## config.mk

```make
export PLATFORM = sky130hd
export DESIGN_NAME = vss_back
export DESIGN_NICKNAME = d
export VERILOG_FILES = /design/src/vss_pkg.sv /design/src/vss_back.sv
export SDC_FILE = /design/constraint.sdc
export NUM_CORES = 2
export LEC_CHECK = 0
export ABC_CLOCK_PERIOD_IN_PS = 7000
export CORE_MARGIN = 10
export CORE_UTILIZATION = 59
export CTS_CLUSTER_SIZE = 14
export DETAILED_ROUTE_END_ITERATION = 10
export DONT_BUFFER_PORTS = 1
export GPL_TIMING_DRIVEN = 0
export HOLD_SLACK_MARGIN = 0.06
export PLACE_DENSITY_LB_ADDON = 0.3
export SLEW_MARGIN = 20
export SYNTH_ARGS = -nofsm -noshare
export SYNTH_HDL_FRONTEND = slang
export SYNTH_SLANG_ARGS = --single-unit
```

## constraint.sdc

```tcl
create_clock -name clk -period 7 [get_ports clk]
set_input_delay 1.4 -clock clk [delete_from_list [all_inputs] [get_ports clk]]
set_output_delay 1.4 -clock clk [all_outputs]
set_load 0.005 [all_outputs]
```

## src/vss_pkg.sv

```systemverilog
// Shared types and constants for the vector similarity score core.
package vss_pkg;
	localparam int MaxLength = 1024;
	localparam int AddrBits  = 10;
	localparam int LenBits   = 11;
	localparam int ElemBits  = 16;
	localparam int EnergyBits = 41;
	localparam int DotBits   = 42;
	localparam int RootBits  = 21;
	localparam int ScoreBits = 42;
	localparam int RowBits   = 16;

	localparam logic [1:0] StatusOk      = 2'd0;
	localparam logic [1:0] StatusZero    = 2'd1;
	localparam logic [1:0] StatusNoQuery = 2'd2;

	localparam logic [0:0] RegLength = 1'b0;
	localparam logic [0:0] RegMode   = 1'b1;

	// row or query summary handed from the front part to the back part
	typedef struct packed {
		logic                         is_query;
		logic                         qready;
		logic                         mode;
		logic signed [DotBits-1:0]    dot;
		logic [EnergyBits-1:0]        energy;
		logic [RowBits-1:0]           row;
	} job_t;

	typedef enum logic [2:0] {
		BK_IDLE, BK_ROOT, BK_MUL, BK_DIV, BK_OUT
	} bk_state_t;
endpackage

```

## src/vss_back.sv

```systemverilog
// Back part: query root, row root, scaled division and result register.
module vss_back import vss_pkg::*; (
	input  logic                        clk,
	input  logic                        arst_n,
	input  logic                        job_valid,
	output logic                        job_ready,
	input  job_t                        job,
	output logic                        out_valid,
	input  logic                        out_ready,
	output logic signed [ScoreBits-1:0] score,
	output logic [1:0]                  status,
	output logic [RowBits-1:0]          row_number
);
	bk_state_t state_q, state_d;
	job_t      job_q;
	logic [RootBits-1:0]   qroot_q, rroot_q;
	logic [EnergyBits-1:0] qenergy_q;
	// shared root unit: one root bit per cycle step
	logic [EnergyBits+1:0] rx_q;
	logic [RootBits-1:0]   rres_q;
	logic [4:0]            rcnt_q;
	logic [2*RootBits-1:0] den_q;
	logic [DotBits-1:0]    mag_q;
	logic [DotBits:0]      rem_q;
	logic [16:0]           quo_q;
	logic [5:0]            dcnt_q;
	logic                  neg_q;

	logic [RootBits+1:0]   trial;
	logic [DotBits:0]      rem_sh;
	logic                  rdone, ddone, dfit;

	assign job_ready = state_q == BK_IDLE;
	assign trial  = {rres_q, 2'b01};
	assign rdone  = rcnt_q == 5'd0;
	assign rem_sh = {rem_q[DotBits-1:0], mag_q[DotBits-1]};
	assign dfit   = rem_sh >= (DotBits+1)'(den_q);
	assign ddone  = dcnt_q == 6'd0;

	always_comb begin
		state_d = state_q;
		unique case (state_q)
			BK_IDLE: if (job_valid) state_d = BK_ROOT;
			BK_ROOT: if (rdone) state_d = job_q.is_query ? BK_IDLE : BK_MUL;
			BK_MUL:  state_d = BK_DIV;
			BK_DIV:  if (ddone) state_d = BK_OUT;
			BK_OUT:  if (!out_valid || out_ready) state_d = BK_IDLE;
			default: state_d = BK_IDLE;
		endcase
	end

	// remainder-restoring root over a 42-bit radicand, 21 steps
	logic [EnergyBits+1:0] rad_sh;
	assign rad_sh = {rx_q[EnergyBits-1:0], 2'b00};

	logic [RootBits+1:0] racc_q;
	logic [RootBits+1:0] racc_sh;
	logic                rfit;
	assign racc_sh = {racc_q[RootBits-1:0], rx_q[EnergyBits+1:EnergyBits]};
	assign rfit    = racc_sh >= trial;

	always_ff @(posedge clk) begin
		unique case (state_q)
			BK_IDLE: if (job_valid) begin
				job_q  <= job;
				// align the last bit pair with energy bit 0
				rx_q   <= {1'b0, job.energy, 1'b0};
				rres_q <= '0;
				racc_q <= '0;
				rcnt_q <= 5'(RootBits);
			end
			BK_ROOT: if (!rdone) begin
				rx_q   <= rad_sh;
				racc_q <= rfit ? racc_sh - trial : racc_sh;
				rres_q <= {rres_q[RootBits-2:0], rfit};
				rcnt_q <= rcnt_q - 5'd1;
			end else if (job_q.is_query) begin
				qroot_q   <= rres_q;
				qenergy_q <= job_q.energy;
			end else
				rroot_q <= rres_q;
			BK_MUL: begin
				den_q  <= qroot_q * rroot_q;
				neg_q  <= job_q.dot[DotBits-1];
				mag_q  <= job_q.dot[DotBits-1] ? DotBits'(-job_q.dot) : DotBits'(job_q.dot);
				rem_q  <= '0;
				quo_q  <= '0;
				dcnt_q <= 6'(DotBits + 15);
			end
			BK_DIV: if (!ddone) begin
				// long division of mag*2^15 by den, one bit per cycle
				mag_q <= {mag_q[DotBits-2:0], 1'b0};
				rem_q <= dfit ? rem_sh - (DotBits+1)'(den_q) : rem_sh;
				// pin the top bit once the quotient reaches 2^16
				quo_q <= (quo_q[16] || (dcnt_q > 6'd16 && dfit)) ? 17'h10000 :
					{quo_q[15:0], dfit};
				dcnt_q <= dcnt_q - 6'd1;
			end
			default: ;
		endcase
	end

	always_ff @(posedge clk or negedge arst_n) begin
		if (!arst_n) state_q <= BK_IDLE;
		else         state_q <= state_d;
	end

	logic signed [ScoreBits-1:0] cos;
	always_comb begin
		if (quo_q[16] || quo_q > 17'd32768)
			cos = neg_q ? -ScoreBits'(32768) : ScoreBits'(32767);
		else if (neg_q)
			cos = -ScoreBits'(quo_q);
		else
			cos = (quo_q > 17'd32767) ? ScoreBits'(32767) : ScoreBits'(quo_q);
	end

	always_ff @(posedge clk or negedge arst_n) begin
		if (!arst_n) out_valid <= 1'b0;
		else if (state_q == BK_OUT && (!out_valid || out_ready)) out_valid <= 1'b1;
		else if (out_ready) out_valid <= 1'b0;
	end

	always_ff @(posedge clk) begin
		if (state_q == BK_OUT && (!out_valid || out_ready)) begin
			row_number <= job_q.row;
			if (!job_q.qready) begin
				score <= '0; status <= StatusNoQuery;
			end else if (!job_q.mode) begin
				score <= job_q.dot; status <= StatusOk;
			end else if (qenergy_q == '0 || job_q.energy == '0) begin
				score <= '0; status <= StatusZero;
			end else begin
				score <= cos; status <= StatusOk;
			end
		end
	end
endmodule

```

# [Word-level counts from Yosys, hierarchy flattened]
# Cells that the tools add are included.
[classes] addsub=6 n_bitwise=1 n_mul=1 shift=0 n_reduce_logical=22 n_lt_le_gt_ge=5 eq_ne=10 n_div=0 n_mux=39
[ops] op="2-to-1 mux 42 bit" n=9
[ops] op="case mux 42 bit (2 select lines)" n=2
[ops] op="2-to-1 mux 21 bit" n=5
[ops] op="2-to-1 mux 43 bit" n=2
[ops] op="case mux 43 bit (2 select lines)" n=1
[ops] op="case mux 21 bit (2 select lines)" n=2
[ops] op="logical NOT 41 bit" n=2
[ops] op="2-to-1 mux 17 bit" n=3
[ops] op=">= comparator 43 x 42 -> 1 bit" n=1
[ops] op="multiplier 21 x 21 -> 42 bit" n=1
[ops] op="negation 17 -> 42 bit" n=1
[ops] op="negation 42 bit" n=1
[ops] op="subtractor 42 bit" n=1
[ops] op="case mux 17 bit (2 select lines)" n=1
[ops] op=">= comparator 23 bit" n=1
[ops] op="subtractor 21 bit" n=1
[ops] op="greater-than comparator 17 x 15 -> 1 bit (second input constant)" n=1
[ops] op="greater-than comparator 17 x 16 -> 1 bit (second input constant)" n=1
[ops] op="case mux 3 bit (5 select lines)" n=1
[ops] op="2-to-1 mux 3 bit" n=4
[ops] op="!= test 2 bit (second input constant)" n=6
[ops] op="case mux 6 bit (2 select lines)" n=1
[ops] op="2-to-1 mux 5 bit" n=2
[ops] op="case mux 5 bit (2 select lines)" n=1
[ops] op="other kinds (20)" n=33
[word_totals] out_inout_bits=62 latchBits=0 rom_bits=0 n_memories=0 word_cells=109 ramBits=0 ff_bits=489

# [Depth between registers and ports, before layout]
[depth] depth_word=6 mapped_depth=27 depth_no_buf=26

# [Least setup slack after synthesis]
# No wires, ideal clock.
[synth_path] path_type="reg-to-reg" from="register qroot_q[9]" to="register den_q[41], data pin" required_time_ns=6.735 n_path_buf=1 t_arrival_ns=6.748 setup_ns=0.265 setup_slack_ns=-0.014 period_less_slack_ns=7.014 path_stages_with_launch=25 path_cell_list="edfxtp_1 clkbuf_1 and2_1 fa_1 fa_1 inv_1 fa_1 inv_1 fa_1 fa_1 fa_1 inv_1 fa_1 inv_1 ha_1 a21oi_1 o221ai_1 a21oi_1 nand2_1 o22a_1 a311oi_1 o31ai_1 a21o_1 a221oi_1 xnor2_1"
[synth_via] elab_chain_cells=1
[synth_lines] element="from (decl)" line="vss_back.sv:16" source="logic [RootBits-1:0] qroot_q, rroot_q;"
[synth_lines] element="from (signal assigned)" line="vss_back.sv:78" source="qroot_q <= rres_q;"
[synth_lines] element="multiplier 21 x 21 -> 42 bit" line="vss_back.sv:83" source="den_q <= qroot_q * rroot_q;"
[synth_lines] element="to (signal assigned)" line="vss_back.sv:83"
[synth_lines] element="to (decl)" line="vss_back.sv:22" source="logic [2*RootBits-1:0] den_q;"
# Every way passes these cells.
# A chain may end at the register's enable or synchronous reset.

# [Final worst setup path]
[layout_path] from="register qroot_q[10]" to="register den_q[38], data pin"
# The elaborated chain is that of the path after synthesis.

==> impl_metrics.csv <==
group,metric,value,unit
die,io_pins,168,
setup_path,worst_ep_required_time,7350,ps
route,wl_per_cell,20.34,µm
route,drt_iter0_drc,2256,
die,initial_core_util,59.75,%
setup_path,crit_family,"adder cells",
synthesis,synth.top_cell.area_share,39.27,%
timing,final-hold-violation-count,0,
die,die_w,270.5,µm
route,vias_per_cell,5.697,
grt,grt_pass1_vias,26295,
timing,worst_pin_slew,856.0,ps
route,drc,0,
grt,grt_usage,24.53,%
setup_path,arrival,7500,ps
timing,fmax,0.1398,GHz
synthesis,syn-num-nets,4164,
clock_network,cts.sinks,488,
placed_design,port_buffers,0,
cells_and_area,fill_cells,4546,
grt,grt_max_degree,56,
synthesis,synthDistinctLibCells,69,
hold_path,holdCritPathClass,"reg2reg",
timing,skew,33.41,ps
setup_path,slowest_stage,"fa_1",
setup_path,cp_max_fo,3,
outcome,violations,"setup timing",
setup_path,crit_type,"reg2reg",
cells_and_area,drive_gt1_share,10.81,%
synthesis,syn-instance-count,3475,
timing,report.final.slew_viol_count,0,
route,wl,91810,µm
synthesis,synth_top_area_cell,"edfxtp_1",
timing,relSlewSlack,42.78,%
die,die_y,270.5,µm
pwr,power.total,21.54,mW
clock_network,cts-root-buf,"clkbuf_16",
pwr,peakVddDrop,639.2,µV
synthesis,ys_seq_area_share,39.54,%
timing,setup_viol_count_final,7,
route,ant_nets,0,
die,core,61940,µm²
cells_and_area,syn_to_final_growth,13.32,%
placed_design,place.gp.congestion,0.9647,
synthesis,synth_area_leaders,"edfxtp_1 39%, fa_1 19%, ha_1 7.6%",
flow_run,cap_violations,0,
timing,whs,408.5,ps
route,vias,25716,
outcome,outcome,"complete, but fails checks",
synthesis,yosysWarningCount,0,
setup_path,cp_num_buf_inv,9,
placed_design,hpwl,68900,µm
timing,tns,-465.5,ps
clock_network,cts_buffers,52,
clock_network,cts_tree,"built",
synthesis,synth_enable_flop_cells,484,
grt,grt_first_pass_wirelength,143100,µm
synthesis,ys_async_sr_fraction,0.8197,%
setup_path,cp-end-kind,"flop",
timing,rsz0062_at_grt,"yes",
cells_and_area,nets,4317,
setup_path,start_kind,"flop",
synthesis,synth_ff_type,"edfxtp_1",
synthesis,synth_area,37010,µm²
pwr,p_leak,18.15,nW
die,dieArea,73140,µm²
clock_network,clk_path_buf_depth,3,
timing,worst_slack,-151.1,ps
timing,fin_crit_sh,102.2,%
route,firstDrtPassIters,9,
clock_network,clkSlewWorstSetupHoldPaths,60,ps
setup_path,crit_top_cell,"fa_1",
pwr,power_density,513.6,nW/µm²
die,rows,91,
synthesis,ys_ff_latch,488,
timing,finalCriticalPeriod,7151,ps
clock_network,htreeDepth,2,
grt,antenna_found_initial,3,
synthesis,avgSynthCellArea,10.65,µm²
grt,overflow,0,
setup_path,cp_slowest_stage_delay,550,ps
clock_network,clk_latency,620,ps
## through the flow
stage	worst slack (ps)	instances	util, %	area, µm²
after global routing	-417.8	4512	67.70	41930
after floorplan	126.7	3475	-	37010
after detailed placement	-1060	4325	62.02	38420
after global placement	-1647	4312	61.45	38060
final	-151.1	4514	67.71	41940
after CTS	3.471	4477	66.69	41300
## power by group
part / internal (mW) / leakage, nW / switching (mW) / total, mW
clock network: 1.73 / 0.880 / 1.16 / 2.89
logic: 6.19 / 12.7 / 7.54 / 13.7
registers: 4.57 / 4.61 / 0.346 / 4.92
## Yosys cell counts, types with 4 or more instances
library cell / count
o41ai_1: 7
nand3_1: 29
or4_1: 7
o31ai_1: 26
or3_1: 17
nand2_1: 449
and3_1: 14
and2_1: 290
nor3_1: 24
a22oi_1: 5
nand2b_1: 16
inv_1: 501
dfrtp_1: 4
buf_2: 5
o21bai_1: 13
xnor2_1: 67
nor2_1: 165
o21ai_0: 111
mux2i_1: 47
buf_1: 7
a31o_2: 5
o21a_1: 14
a31oi_1: 17
a21oi_1: 135
xor2_1: 79
nor2b_1: 17
ha_1: 224
o22ai_1: 9
or2_2: 8
a211oi_1: 17
edfxtp_1: 484
nand3b_1: 5
fa_1: 359
a2111oi_0: 4
nand4_1: 13
a21o_1: 59
clkbuf_1: 145
nor4_1: 25
## sequential cells by signal, indices dropped and copies added, names as in the netlist
signal	count
racc_q	21
rres_q	21
rx_q	42
rroot_q	21
score	42
dcnt_q	6
state_q	3
rcnt_q	5
mag_q	42
qenergy_q	41
out_valid	1
qroot_q	21
den_q	42
status	2
row_number	16
rem_q	42
job_q	102
neg_q	1
quo_q	17
## path summary, 6_finish.rpt
check | from | to | slack, ps | depth (start not counted)
setup / recovery | qroot_q[10] | den_q[38] | -150 | 28
hold / removal | job_q[13] | row_number[13] | 410 | 0
setup reg to reg | qroot_q[10] | den_q[38] | -150 | 28
hold reg to reg | job_q[13] | row_number[13] | 410 | 0
max in group asynchronous | arst_n | state_q[1] | 6440 | 0
min in group asynchronous | arst_n | out_valid | 490 | 0
## layer usage
layer  track usage [%]  wire length (µm)
met5                 0                 0
met4             8.174              3103
met3             4.649              7140
met2             41.35             45080
met1             31.52             36480
## repair_timing
action                                 4_1_cts  5_1_grt
gates cloned                                 1        0
pin swaps                                   59      116
resized for setup                          184      142
setup endpoints to repair                   18       15
hold buffers                                 0        0
endpoints found under the hold margin        0        0
buffers inserted                            55       33
## area by class of cell
type,instances,area (µm²),area share (%)
clock buffer,66,1405,3.351
sequential,488,14630,34.90
tap,837,1047,2.497
inverter,502,1884,4.493
timing repair buffer,101,1008,2.405
buffer,155,969.7,2.312
clock inverter,32,402.9,0.9607
multi-input combinational,2328,20570,49.06
antenna,5,12.51,0.02984
## cells by family after synthesis
| kind of cell | Yosys count | synth area share (%) |
|---|---|---|
| AND/OR/NAND/NOR | 1093 | 14.28 |
| buffers and inverters | 659 | 6.701 |
| adder cells (fa/ha/maj) | 583 | 26.99 |
| flip-flops | 488 | 39.54 |
| AO/OA/AOI/OAI | 459 | 7.752 |
| XOR/XNOR | 146 | 3.455 |
| multiplexers | 47 | 1.271 |
## cell usage in the layout (no fill, tap or decap), drive strengths merged, types with 59 or more instances in the layout
master    n
nor2    165
xor2     79
fa      359
nand2   449
inv     505
a21o     59
buf     136
and2    290
o21ai   114
a21oi   135
edfxtp  484
clkbuf  186
ha      224
xnor2    67
(Power assumes the default switching activity.)
